File: src/pbkdf_pkg.sv
// Shared types, codes and constants for the PBKDF2 HMAC-SHA-512 engine.
// No dependencies; used by the controller, the datapath and the top level.
`default_nettype none

package pbkdf_pkg;

  typedef logic [63:0] word_t;
  typedef word_t [7:0]  state_t;
  typedef word_t [15:0] block_t;

  localparam logic [1:0] MODE_PW    = 2'd0;
  localparam logic [1:0] MODE_SALT  = 2'd1;
  localparam logic [1:0] MODE_START = 2'd2;

  localparam logic [1:0] CFG_PW_LEN   = 2'd0;
  localparam logic [1:0] CFG_SALT_LEN = 2'd1;
  localparam logic [1:0] CFG_ITER     = 2'd2;

  localparam logic [31:0] ITER_RESET    = 32'd2048;
  localparam logic [7:0]  PAD_IN        = 8'h36;
  localparam logic [7:0]  PAD_OUT       = 8'h5c;
  localparam logic [7:0]  PAD_MARK      = 8'h80;
  localparam logic [7:0]  BLOCK_INDEX_1 = 8'h01;
  // 128-byte key block plus 64-byte digest, in bits
  localparam logic [63:0] DIG_MSG_BITS  = 64'd1536;
  // salt plus index plus marker plus length fits one block up to this length
  localparam int          SALT_ONE_BLK_MAX = 107;
  localparam int          BLOCK_BYTES      = 128;

  localparam state_t SHA_IV = {
    64'h5be0cd19137e2179, 64'h1f83d9abfb41bd6b, 64'h9b05688c2b3e6c1f, 64'h510e527fade682d1,
    64'ha54ff53a5f1d36f1, 64'h3c6ef372fe94f82b, 64'hbb67ae8584caa73b, 64'h6a09e667f3bcc908
  };

  typedef enum logic [2:0] {
    INIT_IV, INIT_HW, INIT_CORE, INIT_IPAD, INIT_OPAD
  } init_sel_t;

  typedef enum logic [3:0] {
    BLK_BUF, BLK_FIN0, BLK_FIN1, BLK_KEY_IN, BLK_KEY_OUT,
    BLK_SALT0, BLK_SALT1, BLK_DIG_CORE, BLK_DIG_U
  } blk_sel_t;

  typedef enum logic [2:0] {
    DST_NONE, DST_HW, DST_IPAD, DST_OPAD, DST_U1, DST_U
  } dest_t;

  typedef struct packed {
    logic      start;
    init_sel_t init_sel;
    blk_sel_t  blk_sel;
    dest_t     dest;
  } cmd_t;

  typedef struct packed {
    logic pw_ok;
    logic pos_last;
    logic pw_long;
    logic pos_hi;
    logic salt_two;
    logic core_done;
    logic more_rounds;
    logic last_k;
  } stat_t;

endpackage

`default_nettype wire

File: src/pbkdf_ctrl.sv
// Controller: sequences byte loads, key setup, HMAC rounds and result output.
// Depends on pbkdf_pkg.
`default_nettype none

module pbkdf_ctrl (
  input  wire               clk,
  input  wire               rst_n,
  input  wire               in_fire,
  input  wire  [1:0]        in_mode,
  input  wire               out_fire,
  input  pbkdf_pkg::stat_t  stat,
  output pbkdf_pkg::cmd_t   cmd,
  output logic              in_ready,
  output logic              out_valid
);

  typedef enum logic [3:0] {
    S_IDLE, S_PW, S_FIN0, S_FIN1, S_IPAD, S_OPAD,
    S_UIN0, S_UIN1, S_UOUT, S_ITIN, S_ITOUT, S_EMIT
  } state_t;

  state_t          state_r, state_nxt;
  pbkdf_pkg::cmd_t cmd_r, cmd_nxt;

  function automatic pbkdf_pkg::cmd_t job(input pbkdf_pkg::init_sel_t i,
                                          input pbkdf_pkg::blk_sel_t b,
                                          input pbkdf_pkg::dest_t d);
    pbkdf_pkg::cmd_t c;
    c.start    = 1'b1;
    c.init_sel = i;
    c.blk_sel  = b;
    c.dest     = d;
    return c;
  endfunction

  always_comb begin
    state_nxt     = state_r;
    cmd_nxt       = cmd_r;
    cmd_nxt.start = 1'b0;
    case (state_r)
      S_IDLE: begin
        if (in_fire) begin
          if (in_mode == pbkdf_pkg::MODE_PW && stat.pw_ok && stat.pos_last) begin
            cmd_nxt   = job(pbkdf_pkg::INIT_HW, pbkdf_pkg::BLK_BUF, pbkdf_pkg::DST_HW);
            state_nxt = S_PW;
          end else if (in_mode == pbkdf_pkg::MODE_START) begin
            if (stat.pw_long) begin
              cmd_nxt   = job(pbkdf_pkg::INIT_HW, pbkdf_pkg::BLK_FIN0,
                              stat.pos_hi ? pbkdf_pkg::DST_NONE : pbkdf_pkg::DST_HW);
              state_nxt = S_FIN0;
            end else begin
              cmd_nxt   = job(pbkdf_pkg::INIT_IV, pbkdf_pkg::BLK_KEY_IN, pbkdf_pkg::DST_IPAD);
              state_nxt = S_IPAD;
            end
          end
        end
      end
      S_PW: if (stat.core_done) state_nxt = S_IDLE;
      S_FIN0: begin
        if (stat.core_done) begin
          if (stat.pos_hi) begin
            cmd_nxt   = job(pbkdf_pkg::INIT_CORE, pbkdf_pkg::BLK_FIN1, pbkdf_pkg::DST_HW);
            state_nxt = S_FIN1;
          end else begin
            cmd_nxt   = job(pbkdf_pkg::INIT_IV, pbkdf_pkg::BLK_KEY_IN, pbkdf_pkg::DST_IPAD);
            state_nxt = S_IPAD;
          end
        end
      end
      S_FIN1: begin
        if (stat.core_done) begin
          cmd_nxt   = job(pbkdf_pkg::INIT_IV, pbkdf_pkg::BLK_KEY_IN, pbkdf_pkg::DST_IPAD);
          state_nxt = S_IPAD;
        end
      end
      S_IPAD: begin
        if (stat.core_done) begin
          cmd_nxt   = job(pbkdf_pkg::INIT_IV, pbkdf_pkg::BLK_KEY_OUT, pbkdf_pkg::DST_OPAD);
          state_nxt = S_OPAD;
        end
      end
      S_OPAD: begin
        if (stat.core_done) begin
          cmd_nxt   = job(pbkdf_pkg::INIT_IPAD, pbkdf_pkg::BLK_SALT0, pbkdf_pkg::DST_NONE);
          state_nxt = S_UIN0;
        end
      end
      S_UIN0: begin
        if (stat.core_done) begin
          if (stat.salt_two) begin
            cmd_nxt   = job(pbkdf_pkg::INIT_CORE, pbkdf_pkg::BLK_SALT1, pbkdf_pkg::DST_NONE);
            state_nxt = S_UIN1;
          end else begin
            cmd_nxt   = job(pbkdf_pkg::INIT_OPAD, pbkdf_pkg::BLK_DIG_CORE, pbkdf_pkg::DST_U1);
            state_nxt = S_UOUT;
          end
        end
      end
      S_UIN1: begin
        if (stat.core_done) begin
          cmd_nxt   = job(pbkdf_pkg::INIT_OPAD, pbkdf_pkg::BLK_DIG_CORE, pbkdf_pkg::DST_U1);
          state_nxt = S_UOUT;
        end
      end
      S_UOUT, S_ITOUT: begin
        if (stat.core_done) begin
          if (stat.more_rounds) begin
            cmd_nxt   = job(pbkdf_pkg::INIT_IPAD, pbkdf_pkg::BLK_DIG_U, pbkdf_pkg::DST_NONE);
            state_nxt = S_ITIN;
          end else begin
            state_nxt = S_EMIT;
          end
        end
      end
      S_ITIN: begin
        if (stat.core_done) begin
          cmd_nxt   = job(pbkdf_pkg::INIT_OPAD, pbkdf_pkg::BLK_DIG_CORE, pbkdf_pkg::DST_U);
          state_nxt = S_ITOUT;
        end
      end
      S_EMIT: if (out_fire && stat.last_k) state_nxt = S_IDLE;
      default: state_nxt = S_IDLE;
    endcase
  end

  always_ff @(posedge clk) begin
    if (!rst_n) begin
      state_r        <= S_IDLE;
      cmd_r.start    <= 1'b0;
      cmd_r.init_sel <= pbkdf_pkg::INIT_IV;
      cmd_r.blk_sel  <= pbkdf_pkg::BLK_BUF;
      cmd_r.dest     <= pbkdf_pkg::DST_NONE;
    end else begin
      state_r <= state_nxt;
      cmd_r   <= cmd_nxt;
    end
  end

  assign cmd       = cmd_r;
  assign in_ready  = (state_r == S_IDLE);
  assign out_valid = (state_r == S_EMIT);

endmodule

`default_nettype wire

File: config.mk
export PLATFORM = sky130hd
export DESIGN_NAME = pbkdf_ctrl
export DESIGN_NICKNAME = d
export VERILOG_FILES = /design/src/pbkdf_pkg.sv /design/src/pbkdf_ctrl.sv
export SDC_FILE = /design/constraint.sdc
export NUM_CORES = 1
export LEC_CHECK = 0
export BUFFER_PORTS_ARGS = -buffer_cell sky130_fd_sc_hd__buf_2
export CAP_MARGIN = 20
export CORE_AREA = 2 2 45 67
export DETAILED_ROUTE_END_ITERATION = 16
export DIE_AREA = 0 0 47 69
export PLACE_DENSITY = 0.66
export SETUP_SLACK_MARGIN = 0.02
export SYNTH_ARGS = -nofsm -noshare
export SYNTH_HDL_FRONTEND = slang
export SYNTH_SLANG_ARGS = --single-unit
export TNS_END_PERCENT = 100
File: constraint.sdc
create_clock -name clk -period 4.82 [get_ports clk]
set_input_delay 0.964 -clock clk [delete_from_list [all_inputs] [get_ports clk]]
set_output_delay 0.964 -clock clk [all_outputs]
set_load 0.02 [all_outputs]
# Word-level counts from Yosys, hierarchy flattened
# Cells that the tools add are included.
# op_classes
n_reduce_logical	9
n_eq_ne	25
mux	35
# op_table
op	count
$mux 11	12
$pmux 11 s9	1
$mux 4	14
$pmux 4 s11	1
$reduce_and 12->1	2
$ne 2x2->1 const B	11
$eq 4x3->1 const B	4
$eq 4x4->1 const B	4
$mux 10	1
$mux 9	1
$reduce_bool 9->1	1
$eq 4x2->1 const B	2
$mux 8	1
$mux 3	2
$eq 4x1->1 const B	1
$logic_not 4->1	1
$logic_and 1x1->1	3
$ne 3x1->1 const B	1
$eq 2x2->1 const B	1
$logic_not 2->1	1
$mux 2	1
$ne 2x1->1 const B	1
$reduce_or 2->1	1
$mux 1	1
# totals
input_bits	14
wordCells	74
register_bits	15
out_inout_bits	13

# Logic depth before layout (Yosys ltp)
# Gate-level depths: netlist of the first run.
# depth
word_depth	6
mapped_depth	8
ltp_nobuf	5

# Least setup slack after synthesis of the first run
# Ideal clock, no wire load.
# synth_path
path_kind	input to register
startpoint	in stat[2] (netlist name)
endpoint	reg state_r[0]
n_path_buf	1
t_required_ps	4748
cell_stages	5
path_slack_ps	2751
arrival_time_ps	1997
setup_time_ps	72
path_cell_list	clkbuf_1 -> nor2_1 -> a32oi_1 -> and3_4 -> mux2i_1
# synth_between
elab_chain_cells	2
# synth_lines
item	line	text
start: declaration	pbkdf_ctrl.sv:11	input pbkdf_pkg::stat_t stat,
$ne 2x2->1 (no source line)	-	
$reduce_and 12->1 (no source line) (*)	-	
end signal: assignment	pbkdf_ctrl.sv:134	state_r <= state_nxt;
end: declaration	pbkdf_ctrl.sv:22	state_t state_r, state_nxt;
# Mark *: on every way between the ends. The rest lies on a longest branch, timed or not.
# A chain may end at the register's enable or synchronous reset.

# Worst setup path in the final report of the first run
# layout_path
startpoint	reg state_r[3]
endpoint	out in_ready
# layout_between
elab_chain_cells	1
# layout_lines
item	line	text
$logic_not 4->1	pbkdf_ctrl.sv:140	assign in_ready = (state_r == S_IDLE);
end: declaration	pbkdf_ctrl.sv:13	output logic in_ready,
# No other way between the ends.

==> out/metrics.cfg, run 1 <==
[sta]
relSlewSlack_pct=51.6
tns_ns=0
finalSetupViolations=0
clock_skew_ns=0.00418
slew_viol_final=0
grt_setup_unrepaired=false
fmax_ghz=0.376
min_period_ns=2.66
hold_violations=0
tightest_slew_ns=0.725
period_share_pct=55.2

[clock_tree]
tritoncts=yes
clock_sinks=14
clk-insertion-delay-late_ns=0.24
h-tree-depth=1
cts_hold_buffers=0
cts_setup_buffers=0
post_cts_resized=0
clock_path_buffers=2
clk_pin_slew_ns=0.06
cts_root_buf=clkbuf_8
cts_buffers=3

[min_path]
hp-class=reg2reg

[synthesis]
synth-edff-count=0
syn_inst=139
ys_seq_area_share_pct=24.4
ys_ff_latch=14
syn-cell-area_sq_um=1150
synth_xor_area_share_pct=0.762
async_reset_ff_share_pct=0
synthMuxAreaShare_pct=1.74
synthFlopType=dfxtp_1
avgSynthCellArea_sq_um=8.27
synth_top_family_by_area=compound AO/OA/AOI/OAI gates
synth_compound_area_share_pct=32.8
synth-simple-area-share_pct=30.0
yosysWarnings=0
synthAdderAreaFrac_pct=0
synthDistinctLibCells=54
syn-num-nets=153

[place]
gp_congestion=0.823
hpwl_um=2130
port_buffers=26

[layout]
nFillCells=280
fin_nets=169
area_growth_pct=12.5
post_route_cells_drive_above_1_share_pct=29.9
antennaDiodeCount=0

[floorplanning]
die_area_sq_um=3240
core_sq_um=2650
dieWidth_um=47
ios=27
start_util_pct=43.4
dieHeight_um=69
rows=23

[route]
drtPass1Iterations=4
drc=0
vias=1128
wl_um=2830
wire_per_inst_um=14.8
via_per_inst=5.91
ant_nets=0
drt_iter0_markers=33

[pwr]
power.density_nw_per_um2=565
vdd.ir_drop.worst_v=0.000398
p_leak_nw=0.503
total_power_w=0.000731

[grt]
grt_overflow=0
track_usage_pct=19.1
met3_usage_pct=1.83
grt_pass1_wl_um=4760
grt_max_degree=28
met2_usage_pct=29.4
first_global_vias=1022
use_met1_pct=26.2
antenna_found_initial=0
top_usage_layer=met2

[setup_path]
endpoint=in_ready
required_ns=3.86
regToRegStartpoint=state_r[3]$_SDFFE_PN0P_
slowest_stage=or4_4
startpoint=state_r[3]$_SDFFE_PN0P_
arrival_ns=1.70
cp_max_fo=25
path_cells=or4_4 > clkinv_8 > buf_2
r2r_cells=4
r2r-end=cmd[10]$_SDFF_PN0_
r2r_slack_ns=2.58
endpoint_kind=primary output
cpPeakStageDelay_ns=0.69
worst-setup-path-type=reg2out
start_kind=flip-flop

[run_status]
status=completed

[run]
drv_cap=0

registers in the layout, indices dropped and copies added (netlist names):
name     count
cmd         10
state_r      4
metal layers:
layer / vias up / wire length [um]
met2: 37 / 1440
met3: 8 / 102
li1: 551 / -
met4: 0 / 77
met5: - / 0
met1: 532 / 1210
area by class of cell:
type / count / area [sq um] / share of cell area, %
Multi-Input combinational cell: 105 / 751 / 58.0
Clock buffer: 4 / 55.1 / 4.26
Sequential cell: 14 / 280 / 21.7
Timing Repair Buffer: 26 / 130 / 10.1
Tap cell: 37 / 46.3 / 3.58
Inverter: 5 / 31.3 / 2.42
stage by stage:
step	cell area [sq um]	worst slack, ns	utilization, %	hold slack [ns]	instances
floorplan	1150	2.75	-	0.538	139
global placement	1240	2.46	46.8	0.446	187
detailed placement	1240	2.43	46.8	0.445	187
CTS	1290	2.18	48.9	0.459	191
global route	1290	2.10	48.9	0.478	191
finish	1290	2.16	48.9	0.457	191
critical path: cells and delay by family, from the launching register on:
kind                   cells  cell delay, ns
and+or+nand+nor            1            0.69
buffers and inverters      2            0.23
DFF                        1            0.53
how the worst min path moves through the flow:
stage	depth (start not counted)	end	from
floorplan	2	cmd[5]$_SDFFE_PN0P_	cmd[5]$_SDFFE_PN0P_
detailed placement	2	cmd[6]$_SDFFE_PN0P_	cmd[6]$_SDFFE_PN0P_
CTS	2	cmd[7]$_SDFFE_PN0P_	cmd[7]$_SDFFE_PN0P_
global placement	2	cmd[6]$_SDFFE_PN0P_	cmd[6]$_SDFFE_PN0P_
global route	2	cmd[7]$_SDFFE_PN0P_	cmd[7]$_SDFFE_PN0P_
finish	2	cmd[7]$_SDFFE_PN0P_	cmd[7]$_SDFFE_PN0P_
where the power goes:
part | internal (W) | switching [W] | leakage [nW]
Clock | 0.0000722 | 0.0000386 | 0.0288
Combinational | 0.000175 | 0.000228 | 0.360
Sequential | 0.000147 | 0.0000712 | 0.114
Total | 0.000394 | 0.000338 | 0.503
cell usage in the layout, fill, tap and decap left out, drive strengths merged, types with 2 or more instances in the layout:
cell,Yosys,routed
a211oi,2,2
a21oi,4,4
a311oi,2,2
a31oi,2,2
a32oi,2,2
and4b,2,2
buf,8,26
clkbuf,7,4
dfxtp,14,14
inv,4,4
mux2i,2,2
nand2,15,15
nand2b,7,7
nand3,3,3
nand4,2,2
nor2,4,4
nor2b,4,4
nor3,4,4
nor3b,2,2
nor4b,3,3
nor4bb,3,3
o21ai,12,12
o22ai,6,6
o31ai,2,2
or2,2,2
cells by family (layout without fill, tap and decap cells):
group                  count (synthesis)  count (layout)
AO/OA/AOI/OAI                         46              46
XOR/XNOR                               1               1
buffers and inverters                 20              35
flip-flops                            14              14
multiplexers                           2               2
AND/OR/NAND/NOR                       56              56
cells in the mapped netlist, types with 3 or more instances:
cell type	number	share of area, %
a21oi_1	4	1.7
buf_2	4	1.7
buf_6	3	2.9
clkbuf_1	7	2.3
dfxtp_1	14	24
inv_1	4	1.3
nand2_1	15	4.9
nand2b_1	7	3.8
nand3_1	3	1.3
nor2_1	4	1.3
nor2b_1	4	2.2
nor3_1	4	1.7
nor4b_1	3	2.3
nor4bb_1	3	2.6
o21ai_0	6	2.6
o21ai_2	5	3.8
o22ai_1	5	2.7
(Power assumes the default switching activity.)
==> run 2: changes to the inputs <==
PLACE_DENSITY = 0.69   (was 0.66)
clock period = 2.32 ns   (was 4.82 ns; I/O delays follow)
==> run 2 against run 1 <==
Clock power grew 120%. Highest routed layer unchanged. Via count grew 2.9%. Count of clock-buffer cells in the layout is the same. Critical path depth is the same. Sequential power grew 91%. Final cell count grew 2.1%. Global-route usage grew 1.4 points. Non-clock buffer count grew 4. Sequential share of layout area shrank 0.49 points. Sequential cell count is the same. Largest cell class unchanged.
==> out/metrics.cfg, run 2 (synthesis results as in run 1) <==
[sta]
relSlewSlack_pct=60.9
min_period_ns=2.06
holdWs_ns=0.463
timing.final.ws_setup_ns=0.260
tightest_slew_ns=0.585
period_share_pct=88.8
tns_ns=0
hold_violations=0
grt_setup_unrepaired=false
finalSetupViolations=0
slew_viol_final=0
clock_skew_ns=0.00211
fmax_ghz=0.485

[floorplanning]
die_area_sq_um=3240
ios=27
dieWidth_um=47
dieHeight_um=69
start_util_pct=43.4
rows=23
core_sq_um=2650

[layout]
fin_nets=173
area_growth_pct=15.1
antennaDiodeCount=0
layout_commonest_cell=buf_2
post_route_cells_drive_above_1_share_pct=31.6
layout_common_cells=buf_2 (26), nand2_1 (15), dfxtp_1 (14)
largest_reg_flops=10
fin_area_sq_um=1320
fin_util_pct=50.0

[route]
via_per_inst=5.95
ant_nets=0
wl_um=3120
drc=0
drt_iter0_markers=45
drtPass1Iterations=4
wire_per_inst_um=16.0
vias=1161

[setup_path]
critPathTopFamily=simple AND/OR/NAND/NOR gates
slowest_stage=or4_4
arrival_ns=1.60
critPathBufInv=2
start_kind=flip-flop
r2r_cells=5
endpoint_kind=primary output
endpoint=in_ready
cp_max_fo=13
startpoint=state_r[0]$_SDFFE_PN0P_
critical_path_depth=3
r2r_slack_ns=0.30
cpPeakStageDelay_ns=0.67
r2r-end=state_r[3]$_SDFFE_PN0P_
required_ns=1.86
regToRegStartpoint=state_r[2]$_SDFFE_PN0P_
worst-setup-path-type=reg2out
path_cells=or4_4 > clkinv_8 > buf_2

[clock_tree]
clk-insertion-delay-late_ns=0.25
h-tree-depth=1
clock_path_buffers=2
post_cts_resized=0
tritoncts=yes
cts_hold_buffers=0
cts_root_buf=clkbuf_8
cts_setup_buffers=0
clock_sinks=14
clk_pin_slew_ns=0.06
cts_buffers=3

[run_status]
status=completed

[place]
hpwl_um=2310
gp_congestion=0.886
port_buffers=26
pre_cts_ws_ns=0.361
placed_cell_area_sq_um=1270

[min_path]
hold_start=cmd[7]$_SDFFE_PN0P_
hp-class=reg2reg

[pwr]
p_int_w=0.000845
switching_share_pct=46.6
p_comb_share_pct=58.3
power_switching_w=0.000738
p_leak_nw=0.524
clockPowerShare_pct=15.4
power_frac_seq_pct=26.3
vdd.ir_drop.worst_v=0.000558
power.density_nw_per_um2=1200

[grt]
grt_overflow=0
track_usage_pct=20.6
antenna_found_initial=0
grt_max_degree=21
first_global_vias=1073
grt_pass1_wl_um=5000

[run]
drv_cap=0

==> run 2: cell types whose count changed in the layout (fill, tap and decap cells not counted), sizes merged <==
| cell | change |
|---|---|
| buf | +4 |
==> run 2: area by class of cell <==
class / instances / area, sq um
fill: 281 / 1320
tap: 37 / 46.3
multi-input combinational: 105 / 751
timing repair buffer: 30 / 160
inverter: 5 / 31.3
sequential: 14 / 280
clock buffer: 4 / 55.1
==> run 2: per-stage QoR <==
| stage | total power, W | instances |
|---|---|---|
| after floorplan | 0.00119 | 139 |
| after global placement | 0.00131 | 191 |
| after detailed placement | 0.00133 | 191 |
| after CTS | 0.00158 | 195 |
| after global routing | 0.00168 | 195 |
| final | 0.00158 | 195 |
==> run 2: how the worst min path moves through the flow <==
stage / slack, ns / cells after the start / end
final: 0.46 / 2 / cmd[7]$_SDFFE_PN0P_
after detailed placement: 0.45 / 2 / cmd[6]$_SDFFE_PN0P_
after floorplan: 0.54 / 2 / cmd[5]$_SDFFE_PN0P_
after CTS: 0.46 / 2 / cmd[6]$_SDFFE_PN0P_
after global routing: 0.48 / 2 / cmd[5]$_SDFFE_PN0P_
after global placement: 0.45 / 2 / cmd[6]$_SDFFE_PN0P_
==> run 2: worst min-delay path: stages, from the launching register on <==
cell     delay [ns]
dfxtp_1        0.31
nand2_1        0.07
o21ai_2        0.05
==> run 2: power groups by stage <==
stage / logic, W / registers [W] / clock network, W
floorplan: 0.000800 / 0.000394 / 0
global placement: 0.000901 / 0.000406 / 0
detailed placement: 0.000916 / 0.000415 / 0
CTS: 0.000921 / 0.000412 / 0.000247
global route: 0.000998 / 0.000425 / 0.000257
finish: 0.000922 / 0.000416 / 0.000244
==> run 2: layer usage <==
metal / vias up / share of wire (%) / global-route usage, %
met5: - / 0 / 0
met4: 0 / 2.1 / 8.33
met3: 9 / 3.2 / 2.62
met2: 27 / 52 / 31.7
met1: 559 / 42 / 27.9
li1: 566 / - / -
